<file path="src/rtl/prime_filter_trial_division_top_macros.svh">
// Assertion macros for the prime filter.
// Each expects clk and rst_n in scope.
`ifndef PRIME_FILTER_TRIAL_DIVISION_TOP_MACROS_SVH
`define PRIME_FILTER_TRIAL_DIVISION_TOP_MACROS_SVH

`ifndef SYNTHESIS

`define PFT_ASSERT_IMP(label, ante, cons, msg) \
    label: assert property (@(posedge clk) disable iff (!rst_n) (ante) |-> (cons)) \
        else $error(msg);

`define PFT_ASSERT_NXT(label, ante, cons, msg) \
    label: assert property (@(posedge clk) disable iff (!rst_n) (ante) |=> (cons)) \
        else $error(msg);

`else

`define PFT_ASSERT_IMP(label, ante, cons, msg)

`define PFT_ASSERT_NXT(label, ante, cons, msg)

`endif

`endif

</file>
<file path="src/rtl/pft_pkg.sv">
package pft_pkg;

    localparam int VALUE_WIDTH    = 16;
    localparam int DEST_DEPTH     = 128;
    localparam int SMALLEST_PRIME = 2;

    // magnitude of a positive value
    localparam int MAG_W  = VALUE_WIDTH - 1;
    // trial divisor never exceeds about sqrt(2^MAG_W) + 1
    localparam int DIV_W  = (MAG_W + 2) / 2;
    localparam int SQ_W   = 2 * DIV_W;
    localparam int STEP_W = (MAG_W > 1) ? $clog2(MAG_W) : 1;
    localparam int IDX_W  = (DEST_DEPTH > 1) ? $clog2(DEST_DEPTH) : 1;
    localparam int CNT_W  = $clog2(DEST_DEPTH + 1);

    typedef enum logic [2:0] {
        ST_IDLE,
        ST_CHECK,
        ST_DIVIDE,
        ST_TEST,
        ST_DONE
    } pft_state_t;

    typedef struct packed {
        logic load;
        logic start_div;
        logic step;
        logic set_prime;
        logic finish;
    } pft_cmd_t;

    typedef struct packed {
        logic below_two;
        logic sq_gt_n;
        logic div_done;
        logic rem_zero;
        logic out_free;
    } pft_stat_t;

endpackage

</file>
<file path="src/rtl/pft_rem.sv">
`include "prime_filter_trial_division_top_macros.svh"

module pft_rem
(
    input  logic                       clk,
    input  logic                       rst_n,
    input  logic                       start,
    input  logic [pft_pkg::MAG_W-1:0]  dividend,
    input  logic [pft_pkg::DIV_W-1:0]  divisor,
    output logic                       done,
    output logic [pft_pkg::DIV_W-1:0]  rem
);
    import pft_pkg::*;

    logic                busy_reg,  busy_next;
    logic                done_reg,  done_next;
    logic [STEP_W-1:0]   cnt_reg,   cnt_next;
    logic [MAG_W-1:0]    shift_reg, shift_next;
    logic [DIV_W-1:0]    div_reg,   div_next;
    logic [DIV_W-1:0]    rem_reg,   rem_next;
    logic [DIV_W:0]      trial;

    // restoring remainder, one dividend bit per cycle
    assign trial = {rem_reg, shift_reg[MAG_W-1]};

    always_comb
    begin
        busy_next  = busy_reg;
        done_next  = 1'b0;
        cnt_next   = cnt_reg;
        shift_next = shift_reg;
        div_next   = div_reg;
        rem_next   = rem_reg;
        if (start)
        begin
            busy_next  = 1'b1;
            cnt_next   = '0;
            shift_next = dividend;
            div_next   = divisor;
            rem_next   = '0;
        end
        else if (busy_reg)
        begin
            shift_next = {shift_reg[MAG_W-2:0], 1'b0};
            if (trial >= {1'b0, div_reg})
                rem_next = DIV_W'(trial - {1'b0, div_reg});
            else
                rem_next = trial[DIV_W-1:0];
            cnt_next = cnt_reg + STEP_W'(1);
            if (cnt_reg == STEP_W'(MAG_W - 1))
            begin
                busy_next = 1'b0;
                done_next = 1'b1;
            end
        end
    end

    always_ff @(posedge clk or negedge rst_n)
    begin
        if (!rst_n)
        begin
            busy_reg <= 1'b0;
            done_reg <= 1'b0;
            cnt_reg  <= '0;
        end
        else
        begin
            busy_reg <= busy_next;
            done_reg <= done_next;
            cnt_reg  <= cnt_next;
        end
    end

    always_ff @(posedge clk)
    begin
        shift_reg <= shift_next;
        div_reg   <= div_next;
        rem_reg   <= rem_next;
    end

    assign done = done_reg;
    assign rem  = rem_reg;

    `PFT_ASSERT_IMP(a_rem_below_div, done_reg, rem_reg < div_reg, "remainder not below divisor")
    `PFT_ASSERT_NXT(a_start_busy, start, busy_reg && !done_reg, "start did not launch division")

endmodule

</file>
<file path="src/rtl/pft_ctrl.sv">
module pft_ctrl
(
    input  logic               clk,
    input  logic               rst_n,
    input  logic               in_valid,
    output logic               in_ready,
    input  pft_pkg::pft_stat_t stat,
    output pft_pkg::pft_cmd_t  cmd
);
    import pft_pkg::*;

    pft_state_t state_reg, state_next;

    always_comb
    begin
        state_next = state_reg;
        unique case (state_reg)
            ST_IDLE:
            begin
                if (in_valid)
                    state_next = ST_CHECK;
            end
            ST_CHECK:
            begin
                if (stat.below_two || stat.sq_gt_n)
                    state_next = ST_DONE;
                else
                    state_next = ST_DIVIDE;
            end
            ST_DIVIDE:
            begin
                if (stat.div_done)
                    state_next = ST_TEST;
            end
            ST_TEST:
            begin
                if (stat.rem_zero)
                    state_next = ST_DONE;
                else
                    state_next = ST_CHECK;
            end
            ST_DONE:
            begin
                if (stat.out_free)
                    state_next = ST_IDLE;
            end
            default: state_next = ST_IDLE;
        endcase
    end

    always_comb
    begin
        cmd      = '0;
        in_ready = 1'b0;
        unique case (state_reg)
            ST_IDLE:
            begin
                in_ready = 1'b1;
                cmd.load = in_valid;
            end
            ST_CHECK:
            begin
                cmd.set_prime = !stat.below_two && stat.sq_gt_n;
                cmd.start_div = !stat.below_two && !stat.sq_gt_n;
            end
            ST_DIVIDE: ;
            ST_TEST:
            begin
                cmd.step = !stat.rem_zero;
            end
            ST_DONE:
            begin
                cmd.finish = stat.out_free;
            end
            default: ;
        endcase
    end

    always_ff @(posedge clk or negedge rst_n)
    begin
        if (!rst_n)
            state_reg <= ST_IDLE;
        else
            state_reg <= state_next;
    end

endmodule

</file>
<file path="src/rtl/pft_dp.sv">
`include "prime_filter_trial_division_top_macros.svh"

module pft_dp
(
    input  logic                              clk,
    input  logic                              rst_n,
    input  logic [pft_pkg::VALUE_WIDTH-1:0]   value,
    input  logic                              last,
    input  pft_pkg::pft_cmd_t                 cmd,
    output pft_pkg::pft_stat_t                stat,
    output logic                              out_valid,
    input  logic                              out_ready,
    output logic [pft_pkg::VALUE_WIDTH-1:0]   out_value,
    output logic                              is_prime,
    output logic [pft_pkg::IDX_W-1:0]         dest_index,
    output logic [pft_pkg::CNT_W-1:0]         kept_count,
    output logic                              dest_full,
    output logic                              out_last
);
    import pft_pkg::*;

    logic [VALUE_WIDTH-1:0] val_reg;
    logic                   last_reg;
    logic [DIV_W-1:0]       d_reg;
    logic [SQ_W-1:0]        sq_reg;
    logic                   prime_reg;
    logic [CNT_W-1:0]       count_reg, count_next;
    logic                   out_valid_reg;

    logic [VALUE_WIDTH-1:0] out_value_reg;
    logic                   is_prime_reg;
    logic [IDX_W-1:0]       dest_index_reg;
    logic [CNT_W-1:0]       kept_count_reg;
    logic                   dest_full_reg;
    logic                   out_last_reg;

    logic [MAG_W-1:0]       mag;
    logic                   div_done;
    logic [DIV_W-1:0]       rem;
    logic                   full;
    logic [IDX_W-1:0]       slot;
    logic [CNT_W-1:0]       new_count;

    pft_rem u_rem
    (
        .clk      (clk),
        .rst_n    (rst_n),
        .start    (cmd.start_div),
        .dividend (mag),
        .divisor  (d_reg),
        .done     (div_done),
        .rem      (rem)
    );

    assign mag = val_reg[MAG_W-1:0];

    assign stat.below_two = $signed(val_reg) < $signed(VALUE_WIDTH'(SMALLEST_PRIME));
    assign stat.sq_gt_n   = sq_reg > SQ_W'(mag);
    assign stat.div_done  = div_done;
    assign stat.rem_zero  = (rem == '0);
    assign stat.out_free  = !out_valid_reg || out_ready;

    assign full      = count_reg >= CNT_W'(DEST_DEPTH);
    assign slot      = full ? IDX_W'(DEST_DEPTH - 1) : count_reg[IDX_W-1:0];
    assign new_count = (prime_reg && !full) ? count_reg + CNT_W'(1) : count_reg;
    assign count_next = last_reg ? '0 : new_count;

    always_ff @(posedge clk)
    begin
        if (cmd.load)
        begin
            val_reg  <= value;
            last_reg <= last;
            d_reg    <= DIV_W'(SMALLEST_PRIME);
            sq_reg   <= SQ_W'(SMALLEST_PRIME * SMALLEST_PRIME);
        end
        else if (cmd.step)
        begin
            // (d+1)^2 = d^2 + 2d + 1
            d_reg  <= d_reg + DIV_W'(1);
            sq_reg <= sq_reg + SQ_W'({d_reg, 1'b1});
        end
        if (cmd.finish)
        begin
            out_value_reg  <= val_reg;
            is_prime_reg   <= prime_reg;
            dest_index_reg <= slot;
            kept_count_reg <= new_count;
            dest_full_reg  <= prime_reg && full;
            out_last_reg   <= last_reg;
        end
    end

    always_ff @(posedge clk or negedge rst_n)
    begin
        if (!rst_n)
        begin
            prime_reg     <= 1'b0;
            count_reg     <= '0;
            out_valid_reg <= 1'b0;
        end
        else
        begin
            if (cmd.load)
                prime_reg <= 1'b0;
            else if (cmd.set_prime)
                prime_reg <= 1'b1;
            if (cmd.finish)
            begin
                count_reg     <= count_next;
                out_valid_reg <= 1'b1;
            end
            else if (out_ready)
                out_valid_reg <= 1'b0;
        end
    end

    assign out_valid  = out_valid_reg;
    assign out_value  = out_value_reg;
    assign is_prime   = is_prime_reg;
    assign dest_index = dest_index_reg;
    assign kept_count = kept_count_reg;
    assign dest_full  = dest_full_reg;
    assign out_last   = out_last_reg;

    `PFT_ASSERT_IMP(a_count_range, 1'b1, count_reg <= CNT_W'(DEST_DEPTH), "prime count past depth")
    `PFT_ASSERT_IMP(a_finish_free, cmd.finish, stat.out_free, "result written over pending transfer")
    `PFT_ASSERT_IMP(a_prime_pos, cmd.set_prime, !stat.below_two, "value below two marked prime")

endmodule

</file>
<file path="src/rtl/prime_filter_trial_division_top.sv">
// Prime filter by trial division. Each transfer on the input carries one signed
// value and a last flag; each gives exactly one result transfer with the value,
// its prime flag, the destination slot a prime fills, the saturating count of
// primes kept and an overflow flag. The count clears after the item marked last.
// One item is in work at a time; a finished result waits in an output register
// while the next item is taken. Values below two skip the division. Otherwise
// each trial divisor runs the bit-serial remainder unit (one dividend bit per
// cycle), so an item takes longer the more divisors are tried, the longest for
// the worst values near the top of the range.
module prime_filter_trial_division_top
(
    input  logic                              clk,
    input  logic                              rst_n,
    input  logic                              in_valid,
    output logic                              in_ready,
    input  logic [pft_pkg::VALUE_WIDTH-1:0]   value,
    input  logic                              last,
    output logic                              out_valid,
    input  logic                              out_ready,
    output logic [pft_pkg::VALUE_WIDTH-1:0]   out_value,
    output logic                              is_prime,
    output logic [pft_pkg::IDX_W-1:0]         dest_index,
    output logic [pft_pkg::CNT_W-1:0]         kept_count,
    output logic                              dest_full,
    output logic                              out_last
);
    import pft_pkg::*;

    pft_cmd_t  cmd;
    pft_stat_t stat;

    pft_ctrl u_ctrl
    (
        .clk      (clk),
        .rst_n    (rst_n),
        .in_valid (in_valid),
        .in_ready (in_ready),
        .stat     (stat),
        .cmd      (cmd)
    );

    pft_dp u_dp
    (
        .clk        (clk),
        .rst_n      (rst_n),
        .value      (value),
        .last       (last),
        .cmd        (cmd),
        .stat       (stat),
        .out_valid  (out_valid),
        .out_ready  (out_ready),
        .out_value  (out_value),
        .is_prime   (is_prime),
        .dest_index (dest_index),
        .kept_count (kept_count),
        .dest_full  (dest_full),
        .out_last   (out_last)
    );

endmodule
</file>
<file path="config.mk">
export PLATFORM = sky130hd
export DESIGN_NAME = prime_filter_trial_division_top
export DESIGN_NICKNAME = d
export VERILOG_FILES = /design/src/rtl/pft_pkg.sv /design/src/rtl/pft_rem.sv /design/src/rtl/pft_ctrl.sv /design/src/rtl/pft_dp.sv /design/src/rtl/prime_filter_trial_division_top.sv
export VERILOG_INCLUDE_DIRS = /design/src /design/src/rtl
export SDC_FILE = /design/constraint.sdc
export NUM_CORES = 1
export LEC_CHECK = 0
export BUFFER_PORTS_ARGS = -buffer_cell sky130_fd_sc_hd__buf_2
export CORE_UTILIZATION = 40
export CTS_CLUSTER_DIAMETER = 50
export CTS_CLUSTER_SIZE = 24
export DETAILED_ROUTE_END_ITERATION = 10
export RECOVER_POWER = 25
export SETUP_SLACK_MARGIN = 0.4
export SLEW_MARGIN = 20
export SYNTH_ARGS = -nofsm -noshare
export SYNTH_HDL_FRONTEND = slang
export SYNTH_HIERARCHICAL = 1
export SYNTH_SLANG_ARGS = --single-unit
</file>
<file path="constraint.sdc">
create_clock -name clk -period 4.17 [get_ports clk]
set_input_delay 0.2085 -clock clk [delete_from_list [all_inputs] [get_ports clk]]
set_output_delay 0.2085 -clock clk [all_outputs]
set_load 0.03 [all_outputs]
</file>
==> metrics, run 1 <==
status finished clean; Resized Gates After CTS 0; Overall Global Routing Usage 16.7%; RSZ-0062 raised after global routing no; final cell utilization of the core 49.3%; CP endpoint kind flip-flop; CTS buffer count 17; antenna violations before repair 0; Critical Path Source Type flip-flop; internal power 3.40 mW; switching share of power 33.4%; sequential share of the synthesized area 54.1%; Skew-Pair Late Insertion Delay 0.41 ns; TritonCTS clock tree done; largest net degree at the start of global routing 39; critical path data required time 4.29 ns; Residual DRC 0; Die ar. 0.0159 sq mm; Gate power share 31.2%; htree depth 4; Synth top area share 36.0%; Final HPWL DP 8.60 mm; synth top area cells edfxtp_1 (36%), dfxtp_1 (10%), dfrtp_1 (7.7%); Clock transition at path regs 0.06 ns; num rows 45; final hold vios 0; n_diodes 0; Hold WC Path Type in2reg; Synth cell types 71; Die Width 126 um; fmax 317 MHz; WL per Instance 15.3 um; clock share of power 30.4%; Worst EP arrival 3.27 ns; Synth Net Count 593; initial drt markers 221; Synth warnings 6; Worst VDD drop 0.331 mV; FFs w/ async S/R, synth 15.2%; grt ovf 0; Max-cap violations 0; mapped cell area 0.00617 sq mm; post-DR vias/cell 5.25; Core ar. 0.0151 sq mm; Port Buf Inserts 56; period utilisation layout 75.7%; Sw Pwr 1.70 mW; vias in the first global route 4114; Final Slew Violations 0; Tightest Pin Transition 1.07 ns; Power Density 683 mW/mm^2; Final Setup Violations 0; flops & latches, synth 125; total negative slack 0 ns; Initial Utilization 40.8%; P&R area growth vs syn 21.1%; Final Net Count 672; Max clock buf depth 2; num ports 57; Antenna Nets Post-Route 0; Leak 3.13 nW; Post-synth EDFFs 74; Max Fanout on Critical Path 16; Flop pwr share 38.3%; postcts setup bufs 0; Slew HR 28.7%; Clock Sinks 125; worst reg2reg path depth 10; Die Ht 126 um; most used flip-flop cell after synthesis edfxtp_1; syn_area_per_cell 11.6 sq um; gpl congestion 0.827; WHS Path Cells 3; Max Clock Skew 0.00494 ns; drt total wl 12.5 mm; Mapped Cells 534; cell taking the most area after synthesis edfxtp_1; share of layout cells above drive strength 1 21.9%; vias 4272; Root Buffer clkbuf_16; drt first pass iters 4; first-pass GRT wire length 20.5 mm; min Tclk post-route 3.16 ns; crit path kind reg2reg
-- area by class of cell --
class	count	area, sq um
Clock inverter	14	191
Clock buffer	18	439
Sequential cell	125	3340
Inverter	32	120
Timing Repair Buffer	79	493
Multi-Input combinational cell	358	2660
Tap cell	188	235
Fill cell	1352	7670
-- Yosys cell counts, types with 3 or more instances --
library cell / count
a21o_1: 15
a21oi_1: 19
a21oi_2: 3
a22o_1: 5
a311oi_1: 4
a31oi_1: 5
and2_1: 3
and3_1: 5
buf_2: 3
clkbuf_1: 12
dfrtp_1: 19
dfxtp_1: 32
edfxtp_1: 74
ha_1: 36
inv_1: 32
mux2_2: 14
mux2_4: 3
mux2i_1: 4
nand2_1: 23
nand2b_1: 5
nand3_1: 13
nand4_1: 9
nor2_1: 49
nor2b_1: 13
nor3_1: 7
nor3b_1: 5
nor4_1: 5
o211a_1: 3
o21a_1: 5
o21ai_0: 17
o21ai_1: 4
o21bai_1: 3
o311ai_1: 4
or2_2: 9
or4_1: 4
xnor2_1: 13
xor2_1: 9
-- worst max-delay path: stages (launching register included) --
cell and delay [ns]:
edfxtp_1 0.40, inv_1 0.06, ha_1 0.27, nor2b_1 0.12
nand4_1 0.16, o211ai_1 0.26, a211oi_1 0.08, a211oi_1 0.70
nor4_4 0.11, buf_4 0.24, or2_2 0.46
-- worst paths after layout --
kind	slack [ns]	to	from
max in group asynchronous	3.02	u_dp/u_rem/cnt_reg[2]	rst_n
max	1.01	u_dp/u_rem/shift_reg[8]	u_dp/val_reg[11]
max reg2reg	1.01	u_dp/u_rem/shift_reg[8]	u_dp/val_reg[11]
min reg2reg	0.49	u_dp/out_value[15]	u_dp/val_reg[15]
min in group asynchronous	0.51	u_dp/count_reg[4]	rst_n
min	0.16	u_dp/out_valid	out_ready
-- metrics by stage --
step	std cells	power (mW)	instance area (sq um)	hold WS, ns	setup slack, ns
after floorplan	534	3.16	6180	-0.0871	0.815
after global placement	764	3.49	6670	0.182	1.11
after detailed placement	764	3.55	6670	0.184	1.06
after CTS	814	5.14	7480	0.148	1.01
after global routing	814	5.41	7470	0.168	0.775
final	814	5.10	7470	0.161	1.01
-- timing repair --
action | CTS | global route
hold buffers | 18 | 0
endpoints found under the setup margin | 0 | 0
endpoints found under the hold margin | 36 | 0
-- power groups by stage --
| stage | clock (mW) | combinational, mW | sequential (mW) |
|---|---|---|---|
| after floorplan | 0 | 1.17 | 1.99 |
| after global placement | 0 | 1.52 | 1.97 |
| after detailed placement | 0 | 1.58 | 1.98 |
| after CTS | 1.58 | 1.60 | 1.96 |
| after global routing | 1.64 | 1.77 | 2.00 |
| final | 1.55 | 1.59 | 1.96 |
-- layout by cell type, fill, tap and decap left out, drive strengths merged, types with 5 or more instances in the layout --
master / netlist / final
and3: 6 / 6
clkbuf: 12 / 22
nor4: 5 / 5
o21a: 5 / 5
inv: 32 / 33
nand4: 9 / 9
o21ai: 23 / 23
dfrtp: 19 / 19
nand2: 23 / 23
edfxtp: 74 / 74
xnor2: 13 / 13
clkinv: 0 / 6
mux2: 19 / 19
or2: 9 / 9
a31oi: 6 / 6
dfxtp: 32 / 32
nor2b: 14 / 14
a21o: 16 / 16
a21oi: 22 / 22
nor2: 49 / 49
buf: 7 / 57
a22o: 5 / 5
nor3: 8 / 8
dlygate4sd3: 0 / 18
ha: 36 / 36
nand3: 14 / 14
xor2: 9 / 9
nor3b: 5 / 5
nand2b: 5 / 5
-- cells by family (layout without fill, tap and decap cells) --
group,after synthesis,after routing,synth area share [%]
AO/OA/AOI/OAI,108,108,12.6
adder cells (fa/ha/maj),38,38,7.94
AND/OR/NAND/NOR,167,167,14.6
flip-flops,125,125,54.1
XOR/XNOR,22,22,3.12
multiplexers,23,23,4.30
buffers and inverters,51,143,3.34
-- routing by layer --
layer	wire (um)	GRT usage (%)	vias up
met5	0	0	-
met4	133	7.65	0
met3	414	3.91	7
met2	6120	27.4	69
met1	5790	20.9	2077
li1	-	-	2119
Note: power is estimated with default switching activity, not from simulation.
==> inputs of run 2 (changes only) <==
--- a/config.mk
+++ b/config.mk
@@ -6,6 +6,7 @@
 export SDC_FILE = /design/constraint.sdc
 export NUM_CORES = 1
 export LEC_CHECK = 0
+export ABC_AREA = 1
 export BUFFER_PORTS_ARGS = -buffer_cell sky130_fd_sc_hd__buf_2
 export CORE_UTILIZATION = 40
 export CTS_CLUSTER_DIAMETER = 50
==> constraint.sdc (replaced) <==
create_clock -name clk -period 3.3 [get_ports clk]
set_input_delay 0.165 -clock clk [delete_from_list [all_inputs] [get_ports clk]]
set_output_delay 0.165 -clock clk [all_outputs]
set_load 0.03 [all_outputs]
==> metrics, run 2 <==
Max-cap violations 0; Final Net Count 853; Die Width 129 um; fmax 353 MHz; worst reg2reg path depth 13; worst setup margin 0.471 ns; flop2flop setup slack 0.47 ns; Gate power share 35.9%; vias in the first global route 4738; crit-path cells inv_1 -> ha_1 -> inv_1 -> nor2_1 -> nand3_1 -> a21oi_1 -> nor2_1 -> a21oi_1 -> or2_2 -> nor2_2 -> nor2_2 -> clkinvlp_4 -> buf_4; status finished clean; Final Setup Violations 0; Port Buf Inserts 56; total negative slack 0 ns; critical path data required time 3.46 ns; flops & latches, synth 125; Core ar. 0.0154 sq mm; gpl congestion 0.901; Final Slew Violations 0; Sw Pwr 2.59 mW; clock share of power 25.6%; Max Clock Skew 0.00794 ns; Pwr Total 6.69 mW; min Tclk post-route 2.83 ns; Final HPWL DP 9.54 mm; mux share of post-synthesis cell area 0%; syn_area_per_cell 9.08 sq um; Post-Synth Simple-Gate Area 26.3%; Worst VDD drop 0.445 mV; Area after DPL 0.00696 sq mm; largest family of logic cells by synthesized area simple AND/OR/NAND/NOR gates; sequential share of the synthesized area 52.0%; CTS buffer count 17; Overall Global Routing Usage 17.5%; WHS Path Cells 5; Power Density 867 mW/mm^2; Synth cell types 48; n_diodes 0; switching share of power 38.7%; grt ovf 0; Residual DRC 0; P&R area growth vs syn 20.1%; htree depth 4; Compound-Gate Fraction of Synth Area 5.01%; Crit path largest cell delay 0.45 ns; antenna violations before repair 0; largest net degree at the start of global routing 43; Initial Utilization 41.6%; Leak 3.61 nW; period utilisation layout 85.7%; Mapped Cells 707; FF-to-FF Start u_dp/val_reg[14]; Die Ht 129 um; WL per Instance 13.0 um; Synth Area in XOR/XNOR 1.35%; mapped cell area 0.00642 sq mm; vias 4928; final hold vios 0; Critical Path Source Type flip-flop; R2R Path End u_dp/u_rem/shift_reg[2]; Worst EP arrival 2.99 ns; Die ar. 0.0166 sq mm; Hold WC Path Type in2reg; share of layout cells above drive strength 1 16.9%; crit path kind reg2reg; top-count cell post-synth nand2_1; commonest non-fill, non-tap cells in the layout nand2_1 (194), inv_1 (89), edfxtp_1 (74); initial drt markers 291; final cell utilization of the core 50.0%; FFs w/ async S/R, synth 15.2%; Skew-Pair Late Insertion Delay 0.42 ns; Cells after DPL 966; most used flip-flop cell after synthesis edfxtp_1; WHS 0.177 ns; slowest cell on the critical path edfxtp_1; Adder-Cell Fraction of Synth Area 7.64%; TritonCTS clock tree done; Flop pwr share 38.5%; first-pass GRT wire length 22.1 mm; synth top area cells edfxtp_1 (35%), nand2_1 (11%), dfxtp_1 (10%); Max Fanout on Critical Path 15; internal power 4.10 mW; RSZ-0062 raised after global routing yes; Tightest Pin Transition 1.12 ns; Max clock buf depth 2; synth cell count leaders nand2_1 (194), inv_1 (90), edfxtp_1 (74); Antenna Nets Post-Route 0; Clock transition at path regs 0.06 ns; Hold EP u_ctrl/state_reg[0]; Post-synth EDFFs 74; Synth Net Count 766; num rows 45; Clock Sinks 125; num ports 57; Slew HR 25.6%; CP endpoint kind flip-flop; non-filler cells, final 1018; post-DR vias/cell 4.84; worst slack, placed 0.549 ns; Synth top area share 34.6%; min-delay src in_valid; Root Buffer clkbuf_16; drt total wl 13.3 mm; drt first pass iters 5; fin area 0.00771 sq mm; most common library cell in the layout ignoring fill and taps nand2_1; cell taking the most area after synthesis edfxtp_1; Synth warnings 6
## run 2: worst max-delay path by stage
stage | from | to
CTS | u_dp/val_reg[14] | u_dp/u_rem/shift_reg[14]
detailed placement | u_dp/val_reg[14] | u_dp/u_rem/shift_reg[0]
floorplan | u_dp/val_reg[7] | u_dp/u_rem/shift_reg[0]
global placement | u_dp/val_reg[14] | u_dp/u_rem/shift_reg[4]
finish | u_dp/val_reg[14] | u_dp/u_rem/shift_reg[2]
global route | u_dp/val_reg[14] | u_dp/u_rem/shift_reg[12]
## run 2: cells by family (layout without fill, tap and decap cells)
kind of cell | count (synthesis) | count (layout)
AOI/OAI and AO/OA | 58 | 58
xor gates and xnor gates | 9 | 9
adders and majority gates | 38 | 38
buffers and inverters | 115 | 215
DFF | 125 | 125
and+or+nand+nor | 362 | 362
## run 2: metal layers
layer	wire (um)	global-route usage, %	vias to the layer above
met5	0	0	-
met4	307	8.72	0
met3	503	4.03	20
met2	6380	29.2	102
met1	6060	21.2	2309
li1	-	-	2497
## run 2: repair_timing
item | CTS | global route
buffers inserted | 0 | 1
gates resized for setup | 0 | 1
endpoints found under the setup margin | 0 | 30
hold buffers | 19 | 0
endpoints found under the hold margin | 37 | 0
## run 2: cell type report
| cell class | instances | area (sq um) |
|---|---|---|
| clock buffer | 17 | 425 |
| clock inverter | 15 | 121 |
| timing repair buffer | 80 | 507 |
| sequential | 125 | 3340 |
| inverter | 103 | 430 |
| fill | 1445 | 7720 |
| tap | 211 | 264 |
| multi-input combinational | 467 | 2620 |
## run 2: power by group through the flow
stage	Sequential [mW]	Combinational, mW	Clock, mW
after CTS	2.57	2.41	1.75
after floorplan	2.59	1.78	0
after global placement	2.59	2.30	0
after detailed placement	2.60	2.38	0
after global routing	2.62	2.76	1.81
final	2.57	2.40	1.71
## run 2: worst max-delay path, delay by kind of cell, from the launching register on
| kind | cells | cell delay (ns) |
|---|---|---|
| fa+ha+maj | 1 | 0.27 |
| compound gates | 2 | 0.42 |
| simple gates | 6 | 0.90 |
| buf+inv | 4 | 0.53 |
| flops | 1 | 0.45 |
